**src/sv/sbts_pkg.sv**
```systemverilog
// ----------------------------------------------------------------------------
// sbts_pkg: shared types and constants for the sparse block taint store
// Holds the store geometry, the stream field layout and the record formats
// that pass between the row update logic and the top level.
// ----------------------------------------------------------------------------
`default_nettype none

package sbts_pkg;

    // Store geometry (BUCKETS must be a power of two)
    localparam int BUCKETS     = 1024;
    localparam int WAYS        = 4;
    localparam int BLOCK_BITS  = 40;
    localparam int DEVICE_BITS = 8;
    localparam int IDX_W       = $clog2(BUCKETS);
    localparam int WAY_W       = (WAYS > 1) ? $clog2(WAYS) : 1;
    localparam int BITMAP_W    = 64;

    // Input field widths as seen on the stream
    localparam int BLK_IN_W   = 40;
    localparam int DEV_IN_W   = 8;
    localparam int TAINT_W    = 32;
    localparam int OFF_W      = 6;
    localparam int SIZE_W     = 7;

    // Input tdata layout, lowest field first
    localparam int BLK_LSB    = 0;
    localparam int DEV_LSB    = BLK_LSB + BLK_IN_W;
    localparam int TAINT_LSB  = DEV_LSB + DEV_IN_W;
    localparam int OFF_LSB    = TAINT_LSB + TAINT_W;
    localparam int SIZE_LSB   = OFF_LSB + OFF_W;
    localparam int S_USED_W   = SIZE_LSB + SIZE_W;
    localparam int S_TDATA_W  = ((S_USED_W + 7) / 8) * 8;

    // Output tdata layout, lowest field first
    localparam int M_USED_W   = TAINT_W + 2;
    localparam int M_TDATA_W  = ((M_USED_W + 7) / 8) * 8;

    typedef enum logic [0:0] {
        OP_SET   = 1'b0,
        OP_CHECK = 1'b1
    } op_t;

    typedef enum logic [0:0] {
        ST_CLEAR,
        ST_RUN
    } state_t;

    // One way of a bucket row
    typedef struct packed {
        logic                   valid;
        logic [BLOCK_BITS-1:0]  blk;
        logic [DEVICE_BITS-1:0] dev;
        logic [BITMAP_W-1:0]    bitmap;
    } way_t;

    typedef way_t [WAYS-1:0] row_t;

    localparam int ROW_W = $bits(row_t);

    // Item held in the update stage
    typedef struct packed {
        op_t                    op;
        logic [BLOCK_BITS-1:0]  blk;
        logic [DEVICE_BITS-1:0] dev;
        logic [TAINT_W-1:0]     taint;
        logic [OFF_W-1:0]       off;
        logic [SIZE_W-1:0]      size;
    } req_t;

    // Result of one item
    typedef struct packed {
        logic [TAINT_W-1:0] read_taint;
        logic               entry_found;
        logic               record_dropped;
    } rsp_t;

endpackage

`default_nettype wire

```
**src/sv/sbts_update.sv**
```systemverilog
// ----------------------------------------------------------------------------
// sbts_update: read-modify-write logic for one bucket row
// Matches the item against every way, applies a set or a check to the
// matching bitmap, allocates or frees a way, and forms the result.
// ----------------------------------------------------------------------------
`default_nettype none

module sbts_update (
    input  wire sbts_pkg::req_t req,
    input  wire sbts_pkg::row_t row_in,
    output sbts_pkg::row_t      row_out,
    output logic                wr_en,
    output sbts_pkg::rsp_t      rsp
);
    import sbts_pkg::*;

    logic [WAYS-1:0]     hit_vec;
    logic [WAYS-1:0]     free_vec;
    logic [WAY_W-1:0]    hit_way;
    logic [WAY_W-1:0]    free_way;
    logic                found;
    logic                has_free;
    logic                taint_nz;
    logic [3:0]          folded;
    logic [BITMAP_W-1:0] old_bm;
    logic [BITMAP_W-1:0] size_ones;
    logic [BITMAP_W-1:0] clr_mask;
    logic [BITMAP_W-1:0] ins_bits;
    logic [BITMAP_W-1:0] kept_bm;
    logic [BITMAP_W-1:0] shifted;
    logic [7:0]          win_end;
    logic [SIZE_W-1:0]   eff;
    logic [3:0]          mask4;
    logic [3:0]          win4;
    logic [TAINT_W-1:0]  expanded;

    // Match every way; pick the lowest hit and the lowest free way
    always_comb begin
        hit_way  = '0;
        free_way = '0;
        for (int w = 0; w < WAYS; w++) begin
            hit_vec[w]  = row_in[w].valid && (row_in[w].blk == req.blk) &&
                          (row_in[w].dev == req.dev);
            free_vec[w] = !row_in[w].valid;
        end
        for (int w = WAYS - 1; w >= 0; w--) begin
            if (hit_vec[w]) begin
                hit_way = WAY_W'(w);
            end
            if (free_vec[w]) begin
                free_way = WAY_W'(w);
            end
        end
        found    = |hit_vec;
        has_free = |free_vec;
        old_bm   = row_in[hit_way].bitmap;
    end

    // Fold the byte taint to one bit per byte and build the window masks
    always_comb begin
        for (int k = 0; k < 4; k++) begin
            folded[k] = |req.taint[8*k +: 8];
        end
        taint_nz  = |req.taint;
        size_ones = (req.size >= SIZE_W'(BITMAP_W)) ? '1 :
                    ((BITMAP_W'(1) << req.size[OFF_W-1:0]) - BITMAP_W'(1));
        clr_mask  = size_ones << req.off;
        ins_bits  = BITMAP_W'(folded) << req.off;
        kept_bm   = old_bm & ~clr_mask;
    end

    // Check window, clamped to the block end, low four bits only
    always_comb begin
        win_end  = 8'(req.off) + 8'(req.size);
        eff      = (win_end > 8'(BITMAP_W)) ? SIZE_W'(BITMAP_W - int'(req.off)) : req.size;
        mask4    = (eff >= SIZE_W'(4)) ? 4'hF : 4'((5'd1 << eff[1:0]) - 5'd1);
        shifted  = old_bm >> req.off;
        win4     = shifted[3:0] & mask4 & {4{found && (req.op == OP_CHECK)}};
        for (int k = 0; k < 4; k++) begin
            expanded[8*k +: 8] = {8{win4[k]}};
        end
    end

    // Modify the row for a set item
    always_comb begin
        row_out             = row_in;
        wr_en               = 1'b0;
        rsp.read_taint      = expanded;
        rsp.entry_found     = found;
        rsp.record_dropped  = 1'b0;
        if (req.op == OP_SET) begin
            if (found) begin
                wr_en = 1'b1;
                if (taint_nz) begin
                    row_out[hit_way].bitmap = kept_bm | ins_bits;
                end else if (kept_bm == '0) begin
                    row_out[hit_way].valid  = 1'b0;
                    row_out[hit_way].bitmap = '0;
                end else begin
                    row_out[hit_way].bitmap = kept_bm;
                end
            end else if (taint_nz) begin
                if (has_free) begin
                    wr_en                    = 1'b1;
                    row_out[free_way].valid  = 1'b1;
                    row_out[free_way].blk    = req.blk;
                    row_out[free_way].dev    = req.dev;
                    row_out[free_way].bitmap = ins_bits;
                end else begin
                    rsp.record_dropped = 1'b1;
                end
            end
        end
    end

endmodule

`default_nettype wire

```
**config.mk**
```make
export PLATFORM = sky130hd
export DESIGN_NAME = sbts_update
export DESIGN_NICKNAME = d
export VERILOG_FILES = /design/src/sv/sbts_pkg.sv /design/src/sv/sbts_update.sv
export SDC_FILE = /design/constraint.sdc
export NUM_CORES = 2
export LEC_CHECK = 0
export ABC_AREA = 1
export BUFFER_PORTS_ARGS = -buffer_cell sky130_fd_sc_hd__buf_2
export CORE_AREA = 2 2 404 406
export DETAILED_ROUTE_END_ITERATION = 16
export DIE_AREA = 0 0 406 408
export MAX_ROUTING_LAYER = met4
export PLACE_DENSITY = 0.36
export SYNTH_ARGS = -nofsm -noshare
export SYNTH_HDL_FRONTEND = slang
export SYNTH_SLANG_ARGS = --single-unit
```
**constraint.sdc**
```tcl
create_clock -name vclk -period 4.4
set_clock_uncertainty 0.1 [all_clocks]
set_input_delay 0.22 -clock vclk [all_inputs]
set_output_delay 0.22 -clock vclk [all_outputs]
set_load 0.1 [all_outputs]
```
==> flow_summary.rst <==
.. list-table::
   :header-rows: 1

   * - Metric
     - Value
   * - Total standard cell area after synthesis
     - 31000 um^2
   * - Flip-flop and latch count
     - 0
   * - Drc violations
     - 0
   * - Die footprint
     - between 150000 and 200000 um^2
   * - Portion of the clock cycle consumed by the worst path in the final layout
     - 1.06
   * - Hold Violations, Final
     - 0
   * - Top cell type's share of synthesized area
     - 0.222
   * - Final HPWL DP
     - 306000 um
   * - Worst path slowest cell
     - sky130_fd_sc_hd__o2111ai_2
   * - Crit path max fanout
     - 8
   * - Clock buffer instance count of the final layout
     - 0
   * - Core Area
     - approximately 160000 um^2
   * - Minimum setup slack after placement
     - -1480 ps
   * - First-iteration detailed-routing DRC count
     - 6812
   * - Grt met2 use
     - 0.682
   * - Count of nets after finishing
     - between 9000 and 10000
   * - FF+latch area
     - 0 um^2
   * - Unrepaired setup endpoints after global routing
     - yes
   * - Wire length of the first global-routing pass
     - roughly 480000 um
   * - Synthesized area per cell
     - around 4.6 um^2
   * - Maximum number of pins on one net before global-route repair
     - about 160
   * - Detailed-routing iteration count for the pre-antenna-repair pass
     - 8
   * - Mean number of vias per cell
     - 5.43
   * - Total nets after synthesis
     - 7240
   * - Global Route met1 Usage
     - 0.519
   * - Worst-case headroom to the max-slew limit
     - -0.151
   * - Path class of the lowest-slack min-delay path
     - in2out
   * - Number of antenna violations at the first check in global routing
     - 60
   * - Highest clock frequency the design can meet
     - ~0.22 GHz
   * - Number of maximum-capacitance constraint violations
     - 0
   * - Cell leakage power
     - around 0.033 uW
   * - Count of boundary I/O pins
     - 1033
   * - Hold Crit Depth
     - 4
   * - Initial core utilization
     - 0.192
   * - Crit start category
     - input port
   * - Top cells by area, synth
     - sky130_fd_sc_hd__nand2_1, sky130_fd_sc_hd__o21ai_0, sky130_fd_sc_hd__nand3_1
   * - Synthesized netlist cell count
     - 6685
   * - Top Family by Delay on Critical Path
     - buffers and inverters
   * - Final setup viols
     - approximately 120
   * - Die Ht
     - between 400 and 500 um
   * - Req. time, crit path
     - around 4100 ps
   * - Routed length per instance
     - roughly 32 um
   * - Stages on the worst setup path
     - 33
   * - Yosys warns
     - 0
   * - Via Count
     - slightly above 60000
   * - Most frequent standard cell in the layout excluding fill and tap cells
     - sky130_fd_sc_hd__buf_4
   * - Remaining antenna violation count
     - 0
   * - Fin. max-slew vios
     - roughly 120
   * - Number of input and output port buffers inserted
     - a little over 1000
   * - Result of the run
     - finished with violations
   * - Layout cells sized above 1
     - 0.488
   * - Count of unique library cells instantiated by Yosys
     - 71
   * - Sum of routed wire length over all layers
     - ~370000 um
   * - Via count of the first global-routing pass
     - between 50000 and 60000
   * - Most frequent cells in the layout
     - sky130_fd_sc_hd__buf_4, sky130_fd_sc_hd__nand2_1, sky130_fd_sc_hd__o21ai_0
   * - Cell repeated most along the worst path
     - sky130_fd_sc_hd__buf_12
   * - Critical path arrival
     - roughly 4300 ps
   * - Peak supply drop
     - 173 uV
   * - Die width
     - 406 um
   * - Placement row count
     - approximately 150
   * - Worst setup margin
     - -242 ps
   * - Count of buffer and inverter cells on the critical path
     - 13
   * - Last weighted congestion value of the routability-driven placer
     - around 1.1
   * - Total gr overflow
     - 0
   * - Area overhead of the layout relative to synthesis
     - 121%
   * - GRT Overall Usage
     - 0.427
   * - Violations in the final reports
     - max-slew violations, negative setup slack
   * - Summed negative setup slack over all endpoints
     - -11540 ps
   * - Met3 demand-to-capacity share in global routing
     - 0.0642
   * - Power density normalized to cell area
     - ~160 nW/um^2
   * - Slew at the pin with the worst max-slew slack
     - 1730 ps
   * - Most heavily used metal layer in global routing
     - met2
   * - Most area-hungry cell type in the Yosys netlist
     - sky130_fd_sc_hd__nand2_1
   * - Final critical path time including I/O delays and setup
     - about 4600 ps
   * - Critical path class
     - in2out
   * - Sequential element share of the synthesized area
     - 0
   * - Category of the worst setup path capture point
     - output port
   * - Max incr delay on CP
     - 300 ps
[layer usage]
metal / vias to the layer above / share of wire
met4: 0 / 0.072
met1: 29739 / 0.40
met3: 869 / 0.082
li1: 27258 / -
met5: - / 0
met2: 3688 / 0.45
[final timing paths]
path	from	to
setup / recovery	req[61]	rsp[19]
hold / removal	row_in[30]	row_out[30]
[through the flow]
step	total power (uW)	instance area, um^2	hold slack, ps	utilization	cells
after floorplan	4720	31300	670	-	6685
after CTS	10300	62800	799	0.389	11195
after global routing	11300	68600	810	0.425	11330
after detailed placement	9860	58300	784	0.361	11098
after global placement	9890	58300	778	0.361	11098
final	11000	68700	783	0.425	11338
[cells in the mapped netlist (5+ instances only)]
master,number
sky130_fd_sc_hd__a21oi_1,557
sky130_fd_sc_hd__a221oi_1,6
sky130_fd_sc_hd__a22o_1,5
sky130_fd_sc_hd__a31oi_1,12
sky130_fd_sc_hd__buf_1,73
sky130_fd_sc_hd__buf_2,79
sky130_fd_sc_hd__buf_4,61
sky130_fd_sc_hd__buf_6,17
sky130_fd_sc_hd__clkbuf_1,267
sky130_fd_sc_hd__clkinv_1,8
sky130_fd_sc_hd__ha_1,8
sky130_fd_sc_hd__inv_1,659
sky130_fd_sc_hd__inv_2,43
sky130_fd_sc_hd__mux2_2,23
sky130_fd_sc_hd__nand2_1,1835
sky130_fd_sc_hd__nand2_2,23
sky130_fd_sc_hd__nand3_1,656
sky130_fd_sc_hd__nand3_2,13
sky130_fd_sc_hd__nand3b_1,15
sky130_fd_sc_hd__nand4_1,156
sky130_fd_sc_hd__nor2_1,746
sky130_fd_sc_hd__nor2_2,33
sky130_fd_sc_hd__nor2_4,5
sky130_fd_sc_hd__nor3_1,53
sky130_fd_sc_hd__nor3b_1,10
sky130_fd_sc_hd__nor4_1,35
sky130_fd_sc_hd__nor4b_1,5
sky130_fd_sc_hd__o2111ai_1,22
sky130_fd_sc_hd__o211ai_1,49
sky130_fd_sc_hd__o21a_1,41
sky130_fd_sc_hd__o21ai_0,848
sky130_fd_sc_hd__o21ai_1,58
sky130_fd_sc_hd__o21bai_1,5
sky130_fd_sc_hd__o221ai_1,41
sky130_fd_sc_hd__o22a_1,11
sky130_fd_sc_hd__o22ai_1,80
sky130_fd_sc_hd__or4_1,7
sky130_fd_sc_hd__xnor2_1,41
sky130_fd_sc_hd__xor2_1,23
[cells by family after synthesis]
group	Yosys count	synth area share
and+or+nand+nor	3618	0.499
AOI/OAI and AO/OA	1763	0.310
buffers and inverters	1208	0.161
xor gates and xnor gates	64	0.0181
muxes	23	0.00835
adders and majority gates	9	0.00387
[power by group]
group / internal, uW / switching [uW]
sequential: 0 / 0
combinational: 3860 / 7100
clock: 0.00108 / 0
[final cells by class]
class	count	area (um^2)
inverters	711	2820
well taps	2175	2720
multi-input cells	5477	32900
fillers	17529	93000
diodes	38	95.1
repair buffers	2937	30200
[what timing repair did]
action | 4_1_cts | 5_1_grt
hold buffers | 0 | 0
endpoints found under the setup margin | 306 | 274
pin swaps | 213 | 402
gates resized for setup | 960 | 1308
setup buffers | 99 | 110
gates cloned | 14 | 17
(Power assumes the default switching activity.)
